[src/rtl/core/tbrl_pkg.sv]
// ----------------------------------------------------------------------------
// tbrl_pkg
// Shared constants and types of the token bucket rate limiter.
// ----------------------------------------------------------------------------
package tbrl_pkg;

    localparam int NUM_BUCKETS = 1024;
    localparam int ID_W        = $clog2(NUM_BUCKETS);
    localparam int FRAC_BITS   = 16;
    localparam int CAP_W       = 16;
    localparam int LVL_W       = CAP_W + FRAC_BITS;
    localparam int TIME_W      = 48;
    localparam int RATE_W      = 32;
    localparam int WAIT_W      = 32;
    localparam int CFG_IDX_W   = 2;

    localparam logic [CAP_W-1:0]     CAP_RESET  = 16'd100;
    localparam logic [RATE_W-1:0]    RATE_RESET = 32'd65536;
    localparam logic [CFG_IDX_W-1:0] CFG_CAPACITY = 2'd0;
    localparam logic [CFG_IDX_W-1:0] CFG_REFILL   = 2'd1;

    typedef struct packed {
        logic              invalid;
        logic              ok;
        logic [CAP_W-1:0]  remaining;
        logic [CAP_W-1:0]  used;
        logic [LVL_W-1:0]  num_full;
        logic [LVL_W-1:0]  num_retry;
    } t_job;

endpackage

[src/rtl/core/tbrl_jobq.sv]
// ----------------------------------------------------------------------------
// tbrl_jobq
// Two-entry queue of decided requests between intake and wait computation.
// ----------------------------------------------------------------------------
module tbrl_jobq (
    input  logic           i_clk,
    input  logic           i_rst_n,
    input  logic           i_push,
    input  tbrl_pkg::t_job i_job,
    output logic           o_full,
    input  logic           i_pop,
    output logic           o_empty,
    output tbrl_pkg::t_job o_job
);

    tbrl_pkg::t_job r_buf [0:1];
    logic       r_wp, r_rp;
    logic [1:0] r_cnt;
    logic       do_push, do_pop;

    assign o_full  = (r_cnt == 2'd2);
    assign o_empty = (r_cnt == 2'd0);
    assign o_job   = r_buf[r_rp];
    assign do_push = i_push && !o_full;
    assign do_pop  = i_pop && !o_empty;

    always_ff @(posedge i_clk) begin
        if (!i_rst_n) begin
            r_wp  <= 1'b0;
            r_rp  <= 1'b0;
            r_cnt <= 2'd0;
        end else begin
            if (do_push) r_wp <= ~r_wp;
            if (do_pop)  r_rp <= ~r_rp;
            r_cnt <= r_cnt + {1'b0, do_push} - {1'b0, do_pop};
        end
    end

    always_ff @(posedge i_clk) begin
        if (do_push) begin
            r_buf[r_wp] <= i_job;
        end
    end

endmodule

[config.mk]
export PLATFORM = sky130hd
export DESIGN_NAME = tbrl_jobq
export DESIGN_NICKNAME = d
export VERILOG_FILES = /design/src/rtl/core/tbrl_pkg.sv /design/src/rtl/core/tbrl_jobq.sv
export SDC_FILE = /design/constraint.sdc
export NUM_CORES = 1
export LEC_CHECK = 0
export BUFFER_PORTS_ARGS = -buffer_cell sky130_fd_sc_hd__buf_2
export CAP_MARGIN = 20
export CORE_ASPECT_RATIO = 0.7
export CORE_MARGIN = 1.5
export CORE_UTILIZATION = 54
export CTS_BUF_LIST = sky130_fd_sc_hd__clkbuf_4 sky130_fd_sc_hd__clkbuf_8
export CTS_CLUSTER_SIZE = 20
export DETAILED_ROUTE_END_ITERATION = 8
export HOLD_SLACK_MARGIN = 0.02
export PLACE_DENSITY = 0.82
export SETUP_SLACK_MARGIN = 0.4
export SLEW_MARGIN = 20
export SYNTH_ARGS = -nofsm -noshare
export SYNTH_HDL_FRONTEND = slang
export SYNTH_SLANG_ARGS = --single-unit
[constraint.sdc]
create_clock -name i_clk -period 5.93 [get_ports i_clk]
set_input_delay 0.593 -clock i_clk [delete_from_list [all_inputs] [get_ports i_clk]]
set_output_delay 0.593 -clock i_clk [all_outputs]
set_load 0.005 [all_outputs]
==> out/results.ini, run 1 <==
[floorplan]
coreArea_um2 = 13200
pin_count = 202
die_y_um = 101
start_util_pct = 55.8
die_area_um2 = 14400
dieWidth_um = 143
rows = 35

[place]
place_area_um2 = 8580
placedCellCount = 711
place_congestion = 0.754
dp_hpwl_um = 9200
numPortBuffers = 201

[final_layout]
final-seq-area_um2 = 5990
fill_cells = 871
utilization_pct = 69.5
fin_nets = 661
drive_gt1_share_pct = 61.7
multi_input_area_um2 = 1310
finalNonFillerCells = 768
synthToLayoutAreaGrowth_pct = 24.6
final_area_um2 = 9190

[setup_path]
reg2reg_depth = 5
timing.rr.end = r_buf[0][20]$_DFFE_PP_
r2r_setup_slack_ns = 3.44
crit_required_ns = 5.34
worstPathMaxFanout = 53
cp.depth = 3
endpoint = o_job[30]
cp-end-kind = output pin
critPathTopFamily = buffers and inverters
path_cells = buf_4, mux2_2, buf_2
reg2reg_from = r_cnt[0]$_SDFF_PN0_
crit_arrival_ns = 2.60
start_kind = flop
slowest_delay_ns = 0.75
path_buf_inv = 2
slowest_stage = buf_4
critPathKind = flop to output pin

[global_route]
grt_use_total_pct = 18.8
grt_pass1_wl_um = 20400
grt_max_degree = 54
grt_pass1_vias = 3884
grt_remaining_overflow = 0
antenna_found_initial = 0

[synth]
synth_compound_area_share_pct = 0.102
syn_inst = 332
synth_top_area_share_pct = 79.8
synthAdderAreaFrac_pct = 0.339
async_flop_share_pct = 0
syn_area_um2 = 7380
netlist-cell-type-count = 18
synth_top_family_by_area = multiplexers
synth_edf_count = 196
synthSimpleGateAreaFrac_pct = 0.848
synth.mux.area_fraction_pct = 16.1
synthFlopType = edfxtp_1
avgSynthCellArea_um2 = 22.2
synth.top_cells.by_area = edfxtp_1 (80%), mux2_2 (12%), mux2_4 (4.1%)
synth_seq_area_share_pct = 81.1
syn_nets = 436
synth_xor_area_share_pct = 0.237
synth_commonest_cells = edfxtp_1 (196), mux2_2 (78), mux2_4 (20)
yosysTopAreaCell = edfxtp_1
synth_seq_cells = 201
yosysMostFrequentCell = edfxtp_1
synth_warnings = 0

[clock_tree]
cts.sinks = 201
numCtsBuffers = 29
clk_latency_ns = 0.51
post_cts_buffers = 0
root_buffer = clkbuf_8
cts_hold_buf = 0
cts_buffer_depth = 3
cts_tree = built
clk_pin_slew_ns = 0.06
cts_resized = 0
h-tree-depth = 1

[detailed_routing]
wire_per_inst_um = 18.0
num_vias = 3839
drtIter0Drc = 219
routed_wl_um = 13900
drtAntennaViolNets = 0
firstDrtPassIters = 4
drt-vias-per-instance = 5.00
drc = 0

[power_and_ir_drop]
powerDensity_nw_per_um2 = 429
p_total_mw = 3.94
vdd_ir_drop_max_mv = 0.350
p_leak_nw = 3.52

[timing]
max_freq_ghz = 0.313
rsz0062_at_grt = no
min_period_ns = 3.19
fin_crit_sh_pct = 53.9
maxSlewHeadroom_pct = 47.1
hold_viol_final = 0
setup_viol_count_final = 0
skew_ns = 0.0181
maxSlewViolCount = 0
tightest_slew_ns = 0.793
finalSetupTns_ns = 0

[outcome]
status = finished, final reports clean

[worst_hold_path]
hp-class = input pin to flop

[flow_run]
cap_violations = 0

## routing by layer
layer  wire length (um)  GRT usage (%)  up-vias  part of all wire [%]
li1                   -              -     1767                     -
met1               5970           25.5     1880                    43
met2               6470           29.8      176                    47
met3               1270           6.79       16                   9.2
met4                142           3.73        0                   1.0
met5                  0              0        -                     0
## sequential cells by signal (all words and copies together), names as in the netlist, named ones only
signal  flops
r_buf     196
r_wp        1
r_cnt       2
r_rp        1
## worst min path at each step
stage / from / endpoint / slack (ns) / cells after the start
after floorplan: r_wp$_SDFFE_PN0P_ / r_wp$_SDFFE_PN0P_ / 0.45 / 2
after global routing: i_job[71] / r_buf[0][71]$_DFFE_PP_ / 0.23 / 1
final: i_job[68] / r_buf[0][68]$_DFFE_PP_ / 0.27 / 1
after detailed placement: r_wp$_SDFFE_PN0P_ / r_wp$_SDFFE_PN0P_ / 0.52 / 2
after global placement: r_rp$_SDFFE_PN0P_ / r_rp$_SDFFE_PN0P_ / 0.50 / 2
after CTS: i_job[71] / r_buf[0][71]$_DFFE_PP_ / 0.23 / 1
## logic make-up (layout without fill, tap and decap cells)
family,Yosys count,in the layout
buffers and inverters,14,261
AO/OA/AOI/OAI,1,1
flip-flops,201,201
other,0,4
adder cells (fa/ha/maj),2,2
XOR/XNOR,2,2
AND/OR/NAND/NOR,13,13
multiplexers,99,99
## layout by cell type (no fill, tap or decap), types with 2 or more instances in the layout
| cell type | count |
|---|---|
| dfxtp_1 | 4 |
| clkinv_1 | 2 |
| buf_4 | 4 |
| clkbuf_8 | 34 |
| diode_2 | 4 |
| mux2_4 | 20 |
| and2_1 | 2 |
| nand2_1 | 2 |
| nor2_1 | 4 |
| mux2_2 | 78 |
| nand2b_1 | 2 |
| edfxtp_1 | 196 |
| clkinv_2 | 2 |
| inv_1 | 3 |
| clkbuf_4 | 15 |
| buf_2 | 201 |
| ha_1 | 2 |
## report_power, final
group	internal, mW	switching, mW
sequential	1.83	0.104
clock	0.613	0.469
combinational	0.489	0.431
## through the flow
step / hold slack (ns) / setup slack [ns]
final: 0.267 / 2.74
after global routing: 0.229 / 2.58
after CTS: 0.234 / 2.68
after detailed placement: 0.524 / 3.25
after global placement: 0.498 / 3.29
after floorplan: 0.455 / 0.607
## area by class of cell
cell class | instances | area share [%]
Antenna cell | 4 | 0.109
Clock buffer | 49 | 6.32
Clock inverter | 4 | 0.191
Inverter | 3 | 0.123
Multi-Input combinational cell | 117 | 14.3
Sequential cell | 201 | 65.2
Tap cell | 185 | 2.52
Timing Repair Buffer | 205 | 11.3
No activity file was read; power rests on OpenSTA's default activity.
==> run 2: changes to the inputs <==
ABC_AREA = 1   (was not set)
CORE_UTILIZATION = 49   (was 54)
PLACE_DENSITY = 0.78   (was 0.82)
clock period = 2.62 ns   (was 5.93 ns; I/O delays follow)
==> out/results.ini, run 2 <==
[outcome]
status = finished, final reports clean

[synth]
async_flop_share_pct = 0  ; unchanged
synth_seq_area_share_pct = 81.0  ; -0.15 points
synth_commonest_cells = edfxtp_1 (196), mux2_2 (78), mux2_4 (20)
syn_inst = 343  ; +3.3%
yosysMostFrequentCell = edfxtp_1
yosysTopAreaCell = edfxtp_1
synthFlopType = edfxtp_1
synth.top_cells.by_area = edfxtp_1 (80%), mux2_2 (12%), mux2_4 (4.1%)
synth_compound_area_share_pct = 0.135  ; +0.034 points
syn_area_um2 = 7390  ; +0.19%
synth_warnings = 0  ; unchanged
avgSynthCellArea_um2 = 21.6  ; -3.0%
synth.mux.area_fraction_pct = 15.9  ; -0.17 points
syn_nets = 447  ; +2.5%
netlist-cell-type-count = 12  ; -6
synth_xor_area_share_pct = 0  ; -0.24 points
synth_top_area_share_pct = 79.6  ; -0.15 points
synthAdderAreaFrac_pct = 0.339  ; -0.00063 points
synth_seq_cells = 201  ; unchanged
synth_edf_count = 196  ; unchanged
synth_top_family_by_area = multiplexers
synthSimpleGateAreaFrac_pct = 1.07  ; +0.22 points

[final_layout]
fin_nets = 776  ; +17%
synthToLayoutAreaGrowth_pct = 39.2
top_register = r_buf
final_area_um2 = 10300  ; +12%
utilization_pct = 69.9  ; +0.40 points
final_common_cell = buf_2
fill_cells = 918  ; +5.4%
final_cell_mix = buf_2 (201), edfxtp_1 (196), dlygate4sd3_1 (101)
diodes = 0  ; -4
largest_reg_flops = 196  ; unchanged
finalNonFillerCells = 890  ; +16%
drive_gt1_share_pct = 52.4  ; -9.3 points
top_regs = r_buf x196, r_cnt x2

[setup_path]
path_buf_inv = 2  ; unchanged
slowest_delay_ns = 0.42  ; -0.33 ns
cp.depth = 3  ; unchanged
cp-end-kind = output pin
critPathTopFamily = buffers and inverters
crit_required_ns = 2.36  ; -2.98 ns
slowest_stage = mux2_2
path_cells = buf_6, mux2_2, buf_2
critPathKind = flop to output pin
start_kind = flop
crit_arrival_ns = 1.82  ; -0.78 ns
worstPathMaxFanout = 45  ; -15%
reg2reg_depth = 5  ; unchanged

[global_route]
grt_remaining_overflow = 0  ; unchanged
grt_pass1_wl_um = 23200  ; +14%
grt_max_degree = 54  ; unchanged
antenna_found_initial = 0  ; unchanged
grt_pass1_vias = 4597  ; +18%
grt_use_total_pct = 18.9  ; +0.045 points

[timing]
finalSetupTns_ns = 0  ; unchanged
rsz0062_at_grt = no
tightest_slew_ns = 0.716  ; -0.0769 ns
timing.hold.ws_ns = 0.454  ; +0.187 ns
max_freq_ghz = 0.481
min_period_ns = 2.08
setup_slack_ns = 0.541  ; -2.20 ns
maxSlewHeadroom_pct = 52.2  ; +5.1 points
hold_viol_final = 0  ; unchanged
fin_crit_sh_pct = 79.4
skew_ns = 0.00615  ; -0.0120 ns
maxSlewViolCount = 0  ; unchanged
setup_viol_count_final = 0  ; unchanged

[floorplan]
coreArea_um2 = 14700  ; +11%
rows = 37  ; +5.7%
die_area_um2 = 15800  ; +10%
pin_count = 202  ; unchanged
start_util_pct = 50.2  ; -5.6 points
die_y_um = 106  ; +4.9%
dieWidth_um = 150  ; +5.0%

[place]
numPortBuffers = 201  ; unchanged
place_congestion = 0.748  ; -0.76%
place_area_um2 = 8660  ; +0.96%
preCtsSetupSlack_ns = 0.947  ; -2.30 ns
dp_hpwl_um = 9000  ; -2.2%
placedCellCount = 734  ; +3.2%

[clock_tree]
root_buffer = clkbuf_8
cts.sinks = 201  ; unchanged
cts_buffer_depth = 3  ; unchanged
post_cts_buffers = 0  ; unchanged
h-tree-depth = 1  ; unchanged
numCtsBuffers = 30  ; +3.4%
cts_tree = built
clk_latency_ns = 0.53  ; +0.02 ns
clk_pin_slew_ns = 0.06  ; about the same

[power_and_ir_drop]
vdd_ir_drop_max_mv = 0.541  ; +55%
p_leak_nw = 3.99  ; +13%
p_total_mw = 8.78  ; +120%
powerDensity_nw_per_um2 = 853  ; +99%

[worst_hold_path]
holdPathStages = 2  ; +1
hp-class = input pin to flop

[detailed_routing]
wire_per_inst_um = 17.0  ; -6.0%
drtAntennaViolNets = 0  ; unchanged
routed_wl_um = 15100  ; +9.0%
drtIter0Drc = 149  ; -32%
drc = 0  ; unchanged
num_vias = 4258  ; +11%
drt-vias-per-instance = 4.78  ; -4.3%
firstDrtPassIters = 5  ; +1

[flow_run]
cap_violations = 0  ; unchanged

==> run 2: routing by layer <==
layer	GRT usage [%]	wire [um]	vias to the layer above
li1	-	-	2001
met1	23.6	6260	2075
met2	32.3	7490	158
met3	5.67	1090	24
met4	4.41	246	0
met5	0	0	-
==> run 2: cell type report <==
type,count,area (um2),area share (%)
Clock inverter,8,37.5,0.365
Multi-Input combinational cell,122,1320,12.8
Clock buffer,47,572,5.56
Sequential cell,201,5990,58.2
Tap cell,195,244,2.37
Inverter,9,37.5,0.365
Timing Repair Buffer,308,2090,20.3
==> run 2: power by group <==
group          switching (mW)  leakage [nW]  internal (mW)
registers               0.124          1.87           4.09
logic                   0.989          1.79           1.07
clock network            1.12         0.327           1.38
==> run 2: repair_timing <==
item / 4_1_cts / 5_1_grt
gates resized for setup: 1 / 0
hold endpoints to repair: 201 / 0
hold buffers: 101 / 0
setup endpoints to repair: 43 / 0
==> run 2: path summary, 6_finish.rpt <==
kind	from	to	slack (ns)
max	flop	o_job[12]	0.54
min	i_job[25]	r_buf[1][25]$_DFFE_PP_	0.45
max reg2reg	r_cnt[0]$_SDFF_PN0_	r_buf[1][96]$_DFFE_PP_	0.96
min reg2reg	r_rp$_SDFFE_PN0P_	r_rp$_SDFFE_PN0P_	0.51
==> run 2: kinds of logic after synthesis <==
| family | count (synthesis) |
|---|---|
| and+or+nand+nor | 20 |
| DFF | 201 |
| buffers and inverters | 20 |
| AOI/OAI and AO/OA | 2 |
| adders and majority gates | 2 |
| muxes | 98 |
