--- config.mk ---
export PLATFORM = sky130hd
export DESIGN_NAME = tbrl_back
export DESIGN_NICKNAME = d
export VERILOG_FILES = /design/src/rtl/core/tbrl_pkg.sv /design/src/rtl/core/tbrl_div.sv /design/src/rtl/core/tbrl_back.sv
export SDC_FILE = /design/constraint.sdc
export NUM_CORES = 1
export LEC_CHECK = 0
export BUFFER_PORTS_ARGS = -buffer_cell sky130_fd_sc_hd__buf_2
export CAP_MARGIN = 20
export CORE_MARGIN = 3
export CORE_UTILIZATION = 50
export DETAILED_ROUTE_END_ITERATION = 10
export GPL_ROUTABILITY_DRIVEN = 0
export PLACE_DENSITY = 0.73
export RECOVER_POWER = 100
export SYNTH_ARGS = -nofsm -noshare
export SYNTH_HDL_FRONTEND = slang
export SYNTH_HIERARCHICAL = 1
export SYNTH_SLANG_ARGS = --single-unit
--- constraint.sdc ---
create_clock -name i_clk -period 9.23 [get_ports i_clk]
set_input_delay 1.3845 -clock i_clk [delete_from_list [all_inputs] [get_ports i_clk]]
set_output_delay 1.3845 -clock i_clk [all_outputs]
set_load 0.005 [all_outputs]
--- src/rtl/core/tbrl_pkg.sv ---
// ----------------------------------------------------------------------------
// tbrl_pkg
// Shared constants and types of the token bucket rate limiter.
// ----------------------------------------------------------------------------
package tbrl_pkg;

    localparam int NUM_BUCKETS = 1024;
    localparam int ID_W        = $clog2(NUM_BUCKETS);
    localparam int FRAC_BITS   = 16;
    localparam int CAP_W       = 16;
    localparam int LVL_W       = CAP_W + FRAC_BITS;
    localparam int TIME_W      = 48;
    localparam int RATE_W      = 32;
    localparam int WAIT_W      = 32;
    localparam int CFG_IDX_W   = 2;

    localparam logic [CAP_W-1:0]     CAP_RESET  = 16'd100;
    localparam logic [RATE_W-1:0]    RATE_RESET = 32'd65536;
    localparam logic [CFG_IDX_W-1:0] CFG_CAPACITY = 2'd0;
    localparam logic [CFG_IDX_W-1:0] CFG_REFILL   = 2'd1;

    typedef struct packed {
        logic              invalid;
        logic              ok;
        logic [CAP_W-1:0]  remaining;
        logic [CAP_W-1:0]  used;
        logic [LVL_W-1:0]  num_full;
        logic [LVL_W-1:0]  num_retry;
    } t_job;

endpackage

--- src/rtl/core/tbrl_div.sv ---
// ----------------------------------------------------------------------------
// tbrl_div
// Bit-serial ceiling divider, one quotient bit per cycle, saturating on
// a zero divisor.
// ----------------------------------------------------------------------------
module tbrl_div (
    input  logic                          i_clk,
    input  logic                          i_rst_n,
    input  logic                          i_start,
    input  logic [tbrl_pkg::LVL_W-1:0]    i_num,
    input  logic [tbrl_pkg::RATE_W-1:0]   i_den,
    output logic                          o_done,
    output logic [tbrl_pkg::WAIT_W-1:0]   o_quo
);

    localparam int CNT_W = $clog2(tbrl_pkg::LVL_W);

    logic                         r_busy, r_done;
    logic [CNT_W-1:0]             r_cnt;
    logic [tbrl_pkg::RATE_W-1:0]  r_rem;
    logic [tbrl_pkg::LVL_W-1:0]   r_quo;
    logic [tbrl_pkg::RATE_W-1:0]  r_den;
    logic                         r_num_zero, r_den_zero;
    logic [tbrl_pkg::RATE_W:0]    sh, diff;

    assign sh     = {r_rem, r_quo[tbrl_pkg::LVL_W-1]};
    assign diff   = sh - {1'b0, r_den};
    assign o_done = r_done;

    always_comb begin
        if (r_num_zero)      o_quo = '0;
        else if (r_den_zero) o_quo = '1;
        else                 o_quo = r_quo + tbrl_pkg::WAIT_W'(r_rem != '0);
    end

    always_ff @(posedge i_clk) begin
        if (!i_rst_n) begin
            r_busy <= 1'b0;
            r_done <= 1'b0;
        end else begin
            r_done <= 1'b0;
            if (i_start) begin
                r_busy <= 1'b1;
            end else if (r_busy && r_cnt == CNT_W'(tbrl_pkg::LVL_W - 1)) begin
                r_busy <= 1'b0;
                r_done <= 1'b1;
            end
        end
    end

    always_ff @(posedge i_clk) begin
        if (i_start) begin
            r_cnt      <= '0;
            r_rem      <= '0;
            r_quo      <= i_num;
            r_den      <= i_den;
            r_num_zero <= (i_num == '0);
            r_den_zero <= (i_den == '0);
        end else if (r_busy) begin
            r_cnt <= r_cnt + 1'b1;
            if (!diff[tbrl_pkg::RATE_W]) begin
                r_rem <= diff[tbrl_pkg::RATE_W-1:0];
                r_quo <= {r_quo[tbrl_pkg::LVL_W-2:0], 1'b1};
            end else begin
                r_rem <= sh[tbrl_pkg::RATE_W-1:0];
                r_quo <= {r_quo[tbrl_pkg::LVL_W-2:0], 1'b0};
            end
        end
    end

endmodule

--- src/rtl/core/tbrl_back.sv ---
// ----------------------------------------------------------------------------
// tbrl_back
// Wait-time computation for decided requests and the result register.
// ----------------------------------------------------------------------------
module tbrl_back (
    input  logic                          i_clk,
    input  logic                          i_rst_n,
    input  logic                          i_q_empty,
    input  tbrl_pkg::t_job                i_job,
    output logic                          o_q_pop,
    input  logic [tbrl_pkg::RATE_W-1:0]   i_rate,
    input  logic                          i_pop,
    output logic                          o_empty,
    output logic                          o_allowed,
    output logic [tbrl_pkg::CAP_W-1:0]    o_remaining,
    output logic [tbrl_pkg::CAP_W-1:0]    o_used_count,
    output logic [tbrl_pkg::WAIT_W-1:0]   o_reset_after_ms,
    output logic [tbrl_pkg::WAIT_W-1:0]   o_retry_after_ms,
    output logic                          o_request_invalid
);

    typedef enum logic [1:0] {
        B_IDLE = 2'b01,
        B_RUN  = 2'b10
    } t_state;

    t_state r_state, n_state;
    logic   r_out_valid;
    tbrl_pkg::t_job r_job;
    logic   start, done_full, done_retry;
    logic [tbrl_pkg::WAIT_W-1:0] q_full, q_retry;

    assign start   = (r_state == B_IDLE) && !i_q_empty && !r_out_valid;
    assign o_q_pop = start;
    assign o_empty = !r_out_valid;

    tbrl_div u_div_full (
        .i_clk   (i_clk),
        .i_rst_n (i_rst_n),
        .i_start (start),
        .i_num   (i_job.num_full),
        .i_den   (i_rate),
        .o_done  (done_full),
        .o_quo   (q_full)
    );

    tbrl_div u_div_retry (
        .i_clk   (i_clk),
        .i_rst_n (i_rst_n),
        .i_start (start),
        .i_num   (i_job.num_retry),
        .i_den   (i_rate),
        .o_done  (done_retry),
        .o_quo   (q_retry)
    );

    always_comb begin
        n_state = r_state;
        case (r_state)
            B_IDLE:  if (start) n_state = B_RUN;
            B_RUN:   if (done_full && done_retry) n_state = B_IDLE;
            default: n_state = B_IDLE;
        endcase
    end

    always_ff @(posedge i_clk) begin
        if (!i_rst_n) begin
            r_state     <= B_IDLE;
            r_out_valid <= 1'b0;
        end else begin
            r_state <= n_state;
            if (r_state == B_RUN && done_full && done_retry) begin
                r_out_valid <= 1'b1;
            end else if (i_pop && r_out_valid) begin
                r_out_valid <= 1'b0;
            end
        end
    end

    always_ff @(posedge i_clk) begin
        if (start) begin
            r_job <= i_job;
        end
        if (r_state == B_RUN && done_full && done_retry) begin
            o_allowed         <= r_job.ok;
            o_remaining       <= r_job.remaining;
            o_used_count      <= r_job.used;
            o_reset_after_ms  <= q_full;
            o_retry_after_ms  <= q_retry;
            o_request_invalid <= r_job.invalid;
        end
    end

endmodule

==> reports/results.ini, run 1 <==
[floorplan]
die_h_um=196
ioPinCount=234
fp.dieArea_um2=38300
rows=68
die_x_um=196
design.core.area_um2=35000
initial_core_util_pct=51.4

[detailed_routing]
initialDrtViolationCount=1108
wl_per_cell_um=17.9
avgViaCountPerCell=5.77
post-route-drc-count=0
vias=13600
routed_wl_um=42000
ant_nets=0
firstDrtPassIters=5

[grt]
grt_pass1_wl_um=66300
grt_max_degree=134
antenna_found_initial=1
grt_util_all_layers_pct=21.0
overflow=0
grt_pass1_vias=12800

[timing]
setup_viol=0
worst_slew_pin_slew_ns=3.12
layout_setup_ws_ns=3.37
setup_tns_ns=0
period_share_pct=63.5
max-slew-margin-rel_pct=-108
post-route-min-period_ns=5.86
timing.fmax_ghz=0.171
fin_worst_skew_ns=0.0108
drv_slew=271
hold_viol=0
whs_ns=0.413
rsz0062_at_grt=false

[setup_path]
worstPathMaxFanout=42
endpoint_kind=primary output
worstPathRequired_ns=7.85
path_class=in -> out
crit_path_start_kind=primary input
arrival_ns=4.48

[clock_tree]
cts_sinks=345
cts_resized=0
cts-root-buf=clkbuf_16
clkTransAtPathRegs_ns=0.06
cts_max_path_buffers=3
postCtsSetupRepairBufs=0
cts_hold_buf=0
h-tree-depth=2
cts_buffers=38
clk_latency_ns=0.53
tritoncts=yes

[synthesis]
ys_types=78
synth_top_area_cell=edfxtp_1
synth_flop_cell=edfxtp_1
syn_inst=1651
yosys-top-cells-area=edfxtp_1 (44%), dfxtp_1 (9.0%), ha_1 (5.1%)
syn_area_um2=18000
yosys_warnings=6
synth_edf_count=264
ys_seq_elements=345
synth_nets=1861
async_reset_ff_share_pct=0
avgSynthCellArea_um2=10.9
synth_top_area_share_pct=44.1
yosysSeqAreaShare_pct=53.1

[place]
place_area_um2=19500
portBuffers=233
pre_cts_ws_ns=4.80
hpwl_um=30200

[job]
max-cap-violations=7

[run_status]
outcome=complete, but fails checks
violations=max-capacitance violations, max-slew violations

[layout]
layout-drive-gt1-share_pct=15.1
syn_to_final_growth_pct=14.7
diodes=0
fin_area_um2=20600
fillers=2971
nNetsFinal=2080

[pwr]
p_total_mw=4.64
max-vdd-ir-drop_mv=0.165
p_leak_nw=7.72
powerDensity_nw_per_um2=225

[worst_hold_path]
hold_path.class=reg -> reg

==> metal layers <==
metal,share of wire (%),GRT usage [%],wire length (um)
met5,0.040,0,17
met4,2.8,6.71,1190
met3,6.3,3.00,2660
met2,47,33.7,19600
met1,44,29.7,18500
==> worst max-delay path, cell delays in order <==
cell,delay [ns]
clkbuf_1,0.09
nor4b_1,0.34
clkbuf_1,1.79
buf_4,0.66
clkbuf_1,0.19
==> final cells by class <==
cell class	instances	area, um2	share of cell area, %
Clock inverter	25	268	1.30
Timing Repair Buffer	248	1190	5.78
Tap cell	455	569	2.76
Inverter	82	308	1.49
Sequential cell	345	9550	46.3
Clock buffer	44	995	4.82
Multi-Input combinational cell	1155	7750	37.6
==> through the flow <==
stage               utilization [%]  cells
finish                         59.0   2354
global route                   59.0   2354
CTS                            59.5   2352
detailed placement             55.9   2283
global placement               55.8   2282
floorplan                         -   1651
==> final timing paths <==
check / start / end / cells after the start / slack, ns
hold reg to reg: r_job[82] / o_remaining[2] / 0 / 0.41
hold / removal: r_job[82] / o_remaining[2] / 0 / 0.41
setup reg to reg: u_div_full/r_quo[31] / u_div_full/r_rem[29] / 13 / 3.71
setup / recovery: i_q_empty / o_q_pop / 5 / 3.37
==> cells in the mapped netlist (3+ instances only) <==
cell type	count
a311oi_2	4
edfxtp_1	264
o21bai_1	6
nor2_1	193
o31a_1	3
or2_2	5
a31oi_1	11
nand4_1	33
o221ai_1	6
xor2_1	50
nand3_1	44
buf_1	6
o21a_1	14
and4_1	3
o31ai_1	4
o211ai_1	4
ha_1	74
mux2i_1	33
nor4_1	57
or3_1	4
a32oi_1	4
clkbuf_1	50
xnor2_1	68
a211oi_1	24
o21ai_1	4
inv_1	82
nor3_1	18
nand2b_1	11
a311oi_1	22
dfxtp_1	81
mux2_2	63
nand2_1	146
buf_6	3
a21o_1	19
o21ai_0	49
nor3b_1	8
nor2b_1	13
a21oi_1	90
and3_1	16
a31o_2	5
buf_2	6
==> report_power, final <==
part	internal, mW	total (mW)	switching [mW]
clock	0.917	1.53	0.608
sequential	1.85	1.99	0.145
combinational	0.461	1.12	0.662
==> kinds of logic after synthesis <==
family / synth area share, %
AO/OA/AOI/OAI: 11.4
XOR/XNOR: 5.93
multiplexers: 5.78
AND/OR/NAND/NOR: 14.8
adder cells (fa/ha/maj): 5.37
flip-flops: 53.1
buffers and inverters: 3.54
==> flip-flops by register name, summed over array words and instances (netlist names), 2 cells and up <==
register,cells
o_retry_after_ms,32
o_remaining,16
u_div_retry/r_den,32
o_used_count,16
u_div_retry/r_cnt,5
u_div_retry/r_quo,32
r_job,34
o_reset_after_ms,32
u_div_full/r_den,32
u_div_retry/r_rem,32
r_state,2
u_div_full/r_quo,32
u_div_full/r_cnt,5
u_div_full/r_rem,32
==> cells in the final DEF (no fill, tap or decap), drive strengths merged, types with 16 or more instances in the layout <==
cell	instances
dfxtp	81
ha	74
a211oi	24
mux2i	33
xnor2	69
nand2	146
and3	16
a311oi	26
nor3	18
nand3	44
clkinv	16
a21oi	90
nor2	193
xor2	51
buf	152
a21o	19
nand4	33
inv	84
edfxtp	264
o21ai	53
nor4	57
mux2	63
clkbuf	140
No activity file was read; power rests on OpenSTA's default activity.
==> run 2, diff against run 1 <==
Clock period 9.23 ns to 5.17 ns, I/O delays scaled along.
==> run 2 against run 1 <==
Net effect: the flow still finishes with violations (max-capacitance violations, max-slew violations); wire length is 0.10% higher; via count down 0.68%; power up 77%; cell count unchanged; combinational power rose by 79%; register-to-register slack worse by 2.7 ns; worst hold slack gained 0.0018 ns.
==> reports/results.ini, run 2 (same netlist as run 1, synthesis figures left out) <==
[setup_path]
rr_endpoint=u_div_full/r_rem[20]  ; was u_div_full/r_rem[29]
cp_slowest_stage_delay_ns=0.72  ; was 1.79 ns
rr_startpoint=u_div_full/r_quo[31]  ; unchanged
endpoint=u_div_full/r_rem[20]  ; was o_q_pop
arrival_ns=4.47  ; was 4.48 ns
r2r_setup_slack_ns=1.0  ; was 3.71 ns
worstPathMaxFanout=15  ; was 42
endpoint_kind=register  ; was primary output
path_cells=inv_1, ha_1, fa_1, nand2b_1, a211o_1, a31oi_4, a31oi_1, a31oi_1, nor2_1, a311oi_4, clkbuf_1, mux2i_1, a211oi_1  ; was clkbuf_1, nor4b_1, clkbuf_1, buf_4, clkbuf_1
crit_top_cell=a31oi_1  ; was clkbuf_1
crit_path_start_kind=register  ; was primary input
worstPathRequired_ns=5.47  ; was 7.85 ns
ff2ff_path_depth=13  ; unchanged
path_class=reg -> reg  ; was in -> out
cp_slowest_cell=clkbuf_1  ; unchanged
crit_start=u_div_full/r_quo[31]  ; was i_q_empty

[detailed_routing]
ant_nets=0  ; unchanged
vias=13500  ; was 13,600
avgViaCountPerCell=5.73  ; was 5.77
post-route-drc-count=0  ; unchanged
firstDrtPassIters=7  ; was 5
initialDrtViolationCount=872  ; was 1,108
wl_per_cell_um=17.9  ; about the same
routed_wl_um=42100  ; was 42,000 um

[timing]
period_share_pct=80.7
hold_viol=0  ; unchanged
drv_slew=260  ; was 271
whs_ns=0.415  ; was 0.413 ns
setup_tns_ns=0  ; unchanged
setup_viol=0  ; unchanged
max-slew-margin-rel_pct=-65.1  ; was -108%
worst_slew_pin_slew_ns=2.48  ; was 3.12 ns
timing.fmax_ghz=0.240
fin_worst_skew_ns=0.0187  ; was 0.0108 ns
rsz0062_at_grt=false  ; unchanged
post-route-min-period_ns=4.17

[pwr]
powerDensity_nw_per_um2=398  ; was 225 nW/um2
p_int_mw=5.67  ; was 3.23 mW
clock_power_share_pct=32.2  ; was 32.9%
max-vdd-ir-drop_mv=0.463  ; was 0.165 mV
switching_share_pct=31.0  ; was 30.5%
power_frac_seq_pct=43.3  ; was 42.9%
p_leak_nw=7.70  ; was 7.72 nW
p_sw_mw=2.54  ; was 1.41 mW
comb_power_share_pct=24.5  ; was 24.2%

[worst_hold_path]
hold_path.class=reg -> reg  ; unchanged

[layout]
final_common_cell=edfxtp_1  ; unchanged
syn_to_final_growth_pct=14.8  ; was 14.7%
nNetsFinal=2078  ; was 2,080
layout_common_cells=edfxtp_1 (264), nor2_1 (191), nand2_1 (146)  ; was edfxtp_1 (264), nor2_1 (193), nand2_1 (146)
layout-drive-gt1-share_pct=14.1  ; was 15.1%
largest_register_ff_count=34  ; unchanged
fillers=2954  ; was 2,971
largest-register=r_job  ; unchanged

[floorplan]
fp.dieArea_um2=38300  ; unchanged
die_x_um=196  ; unchanged
rows=68  ; unchanged
design.core.area_um2=35000  ; unchanged
die_h_um=196  ; unchanged
initial_core_util_pct=51.4  ; unchanged
ioPinCount=234  ; unchanged

[run_status]
outcome=complete, but fails checks  ; unchanged
violations=max-capacitance violations, max-slew violations  ; unchanged

[job]
max-cap-violations=4  ; was 7

[place]
portBuffers=233  ; unchanged
hpwl_um=30200  ; about the same

[grt]
grt_util_all_layers_pct=21.0  ; about the same
grt_max_degree=107  ; was 134
grt_pass1_wl_um=66100  ; was 66,300 um
grt_pass1_vias=12900  ; was 12,800
antenna_found_initial=4  ; was 1
overflow=0  ; unchanged

[clock_tree]
cts_buffers=39  ; was 38
clkTransAtPathRegs_ns=0.06  ; about the same
h-tree-depth=2  ; unchanged
postCtsSetupRepairBufs=0  ; unchanged
clk_latency_ns=0.53  ; about the same
cts_sinks=345  ; unchanged
cts_resized=0  ; unchanged
cts_max_path_buffers=3  ; unchanged
cts-root-buf=clkbuf_16  ; unchanged
tritoncts=yes  ; unchanged
cts_hold_buf=0  ; unchanged

-- run 2: cell count changes in the layout (fill, tap and decap cells not counted), moves of 5 or more --
| cell | change |
|---|---|
| clkbuf_1 | +8 |
| buf_2 | -7 |
| mux2_1 | +28 |
| mux2_2 | -29 |
| clkbuf_8 | +5 |
| a211oi_2 | +9 |
| a211oi_1 | -9 |
-- run 2: layer usage --
| metal | wire length, um | vias to the layer above | global-route usage [%] |
|---|---|---|---|
| met2 | 20000 | 406 | 34.9 |
| met4 | 1030 | 6 | 6.31 |
| met1 | 18300 | 6477 | 28.3 |
| met3 | 2700 | 80 | 3.88 |
| met5 | 34 | - | 0 |
| li1 | - | 6529 | - |
-- run 2: area by class of cell --
| cell class | instances | area (um2) | area share (%) |
|---|---|---|---|
| clock buffer | 55 | 1110 | 5.36 |
| clock inverter | 16 | 129 | 0.624 |
| timing repair buffer | 245 | 1150 | 5.58 |
| antenna | 1 | 2.50 | 0.0121 |
| tap | 455 | 569 | 2.76 |
| inverter | 82 | 315 | 1.53 |
| multi-input combinational | 1155 | 7820 | 37.9 |
| sequential | 345 | 9550 | 46.3 |
-- run 2: through the flow --
stage	utilization, %	setup WS (ns)	cells	area [um2]	power, mW
2_1_floorplan	-	-0.469	1651	18300	5.16
3_3_place_gp	56.4	1.55	2280	19700	5.58
3_5_place_dp	56.4	1.44	2280	19700	5.65
4_1_cts	59.9	1.43	2351	21000	8.31
5_1_grt	59.0	0.757	2354	20600	8.66
6_report	59.0	0.999	2354	20600	8.21
-- run 2: worst min path at each step --
stage                         start          endpoint  slack (ns)  cells past startpoint
final                     r_job[76]  o_used_count[12]        0.41                      0
after global routing      i_job[88]         r_job[88]        0.40                      1
after CTS                 i_job[89]         r_job[89]        0.40                      1
after detailed placement  r_job[93]   o_remaining[13]        0.40                      0
after global placement    r_job[71]   o_used_count[7]        0.40                      0
after floorplan           r_job[96]         o_allowed        0.40                      0
-- run 2: power groups by stage --
stage	Sequential [mW]	Clock, mW	Combinational (mW)
finish	3.55	2.65	2.01
CTS	3.55	2.70	2.05
detailed placement	3.61	0	2.04
floorplan	3.52	0	1.64
global route	3.59	2.83	2.24
global placement	3.59	0	1.98
-- run 2: critical path: cells and delay by family, from the launching register on --
family	cells	cell delay, ns
adder cells (fa/ha/maj)	2	0.63
multiplexers	1	0.27
buffers and inverters	2	0.79
flip-flops	1	0.37
AND/OR/NAND/NOR	2	0.34
AO/OA/AOI/OAI	6	1.55
==> run 3, diff against run 2 <==
Settings changed: PLACE_DENSITY 0.73 to 0.71.
Clock period 5.17 ns to 4.2 ns, I/O delays scaled along.
==> run 3 against run 2 <==
Net effect: the flow still finishes with violations (max-capacitance violations, max-slew violations); flip-flop and latch count is the same; clock power is 25% higher; sequential power up 23%; cell count is essentially flat; non-clock buffer count is 2 higher; wire length about the same; critical path type unchanged.
==> reports/results.ini, run 3 (same netlist as run 1, synthesis figures left out) <==
[grt]
met1_usage_pct=29.9  ; was 28.3%
grt_pass1_vias=12600  ; was 12,900
overflow=0  ; unchanged
busiest_layer=met2  ; unchanged
grt_max_degree=97  ; was 107
gr-usage-met2_pct=33.2  ; was 34.9%
use_met3_pct=4.00  ; was 3.88%
grt_util_all_layers_pct=21.2  ; was 21.0%
grt_pass1_wl_um=66200  ; was 66,100 um
antenna_found_initial=5  ; was 4

[pwr]
max-vdd-ir-drop_mv=0.375  ; was 0.463 mV
p_leak_nw=7.71  ; was 7.70 nW
powerDensity_nw_per_um2=492  ; was 398 nW/um2

[floorplan]
rows=68  ; unchanged
fp.dieArea_um2=38300  ; unchanged
design.core.area_um2=35000  ; unchanged
initial_core_util_pct=51.4  ; unchanged
die_x_um=196  ; unchanged
die_h_um=196  ; unchanged
ioPinCount=234  ; unchanged

[clock_tree]
cts_sinks=345  ; unchanged
tritoncts=yes  ; unchanged
cts_buffers=38  ; was 39
clk_latency_ns=0.54  ; was 0.53 ns
cts_hold_buf=0  ; unchanged
h-tree-depth=2  ; unchanged
cts-root-buf=clkbuf_16  ; unchanged
postCtsSetupRepairBufs=0  ; unchanged
cts_max_path_buffers=3  ; unchanged
cts_resized=0  ; unchanged
clkTransAtPathRegs_ns=0.06  ; about the same

[job]
max-cap-violations=5  ; was 4

[timing]
setup_viol=0  ; unchanged
drv_slew=174  ; was 260
period_share_pct=90.2  ; was 80.7%
rsz0062_at_grt=false  ; unchanged
post-route-min-period_ns=3.79  ; was 4.17 ns
timing.fmax_ghz=0.264  ; was 0.240 GHz
whs_ns=0.268  ; was 0.415 ns
worst_slew_pin_slew_ns=1.89  ; was 2.48 ns
fin_worst_skew_ns=0.0252  ; was 0.0187 ns
max-slew-margin-rel_pct=-26.2  ; was -65.1%
hold_viol=0  ; unchanged

[detailed_routing]
wl_per_cell_um=17.9  ; about the same
avgViaCountPerCell=5.73  ; about the same
vias=13500  ; about the same
post-route-drc-count=0  ; unchanged
routed_wl_um=42100  ; about the same
ant_nets=0  ; unchanged
initialDrtViolationCount=1004  ; was 872
firstDrtPassIters=5  ; was 7

[setup_path]
path_class=reg -> reg  ; unchanged
worstPathRequired_ns=4.59  ; was 5.47 ns
worstPathMaxFanout=6  ; was 15
crit_path_start_kind=register  ; unchanged
arrival_ns=4.18  ; was 4.47 ns
endpoint_kind=register  ; unchanged

[layout]
nNetsFinal=2079  ; was 2,078
largest_register_ff_count=34  ; unchanged
largest-register=r_job  ; unchanged
layout-drive-gt1-share_pct=14.5  ; was 14.1%
fin_util_pct=59.0  ; about the same
layout_common_cells=edfxtp_1 (264), nor2_1 (192), nand2_1 (146)  ; was edfxtp_1 (264), nor2_1 (191), nand2_1 (146)
final_common_cell=edfxtp_1  ; unchanged
fin_area_um2=20600  ; about the same
syn_to_final_growth_pct=14.8  ; about the same

[place]
portBuffers=233  ; unchanged
hpwl_um=30400  ; was 30,200 um
place_area_um2=19700  ; about the same

[run_status]
outcome=complete, but fails checks  ; unchanged
violations=max-capacitance violations, max-slew violations  ; unchanged

[worst_hold_path]
hold_path.class=in -> reg  ; was reg -> reg

==> run 3: final cells by class <==
| cell class | count | area [um2] |
|---|---|---|
| clock buffer | 48 | 1020 |
| inverter | 82 | 310 |
| timing repair buffer | 247 | 1160 |
| antenna | 1 | 2.50 |
| clock inverter | 20 | 213 |
| fill | 3001 | 14300 |
| tap | 455 | 569 |
| sequential | 345 | 9550 |
| multi-input combinational | 1155 | 7820 |
==> run 3: metal layers <==
metal	part of all wire, %	up-vias
li1	-	6522
met1	45	6448
met2	46	407
met3	6.6	84
met4	2.4	10
met5	0.18	-
==> run 3: worst paths after layout <==
path                              start                    end  slack, ns  cells past startpoint
setup / recovery  u_div_retry/r_quo[31]  u_div_retry/r_rem[31]       0.41                     12
hold / removal                i_job[97]              r_job[97]       0.27                      1
setup reg to reg  u_div_retry/r_quo[31]  u_div_retry/r_rem[31]       0.41                     12
hold reg to reg               r_job[88]         o_remaining[8]       0.40                      0
==> run 3: metrics by stage <==
step / worst slack [ns] / instances / power [mW] / setup TNS [ns]
final: 0.413 / 2353 / 10.2 / 0
after global routing: 0.200 / 2352 / 10.7 / 0
after CTS: 0.543 / 2350 / 10.3 / 0
after detailed placement: 0.582 / 2282 / 6.97 / 0
after global placement: 0.694 / 2282 / 6.89 / 0
after floorplan: -1.29 / 1651 / 6.36 / -270.51
==> run 3: worst max-delay path: stages, from the launching register on <==
cell and delay [ns]:
edfxtp_1 0.41, inv_1 0.10, ha_1 0.19, fa_1 0.22
nor2b_1 0.07, o31a_1 0.26, o2111a_1 0.27, or3_1 0.45
a2111oi_2 0.57, o31ai_2 0.24, nor4bb_1 0.21, o21a_1 0.15
or4b_1 0.51
==> run 3: report_power, final <==
group	total [mW]	switching [mW]	internal, mW
Clock	3.30	1.33	1.97
Sequential	4.38	0.321	4.06
Combinational	2.48	1.47	1.01
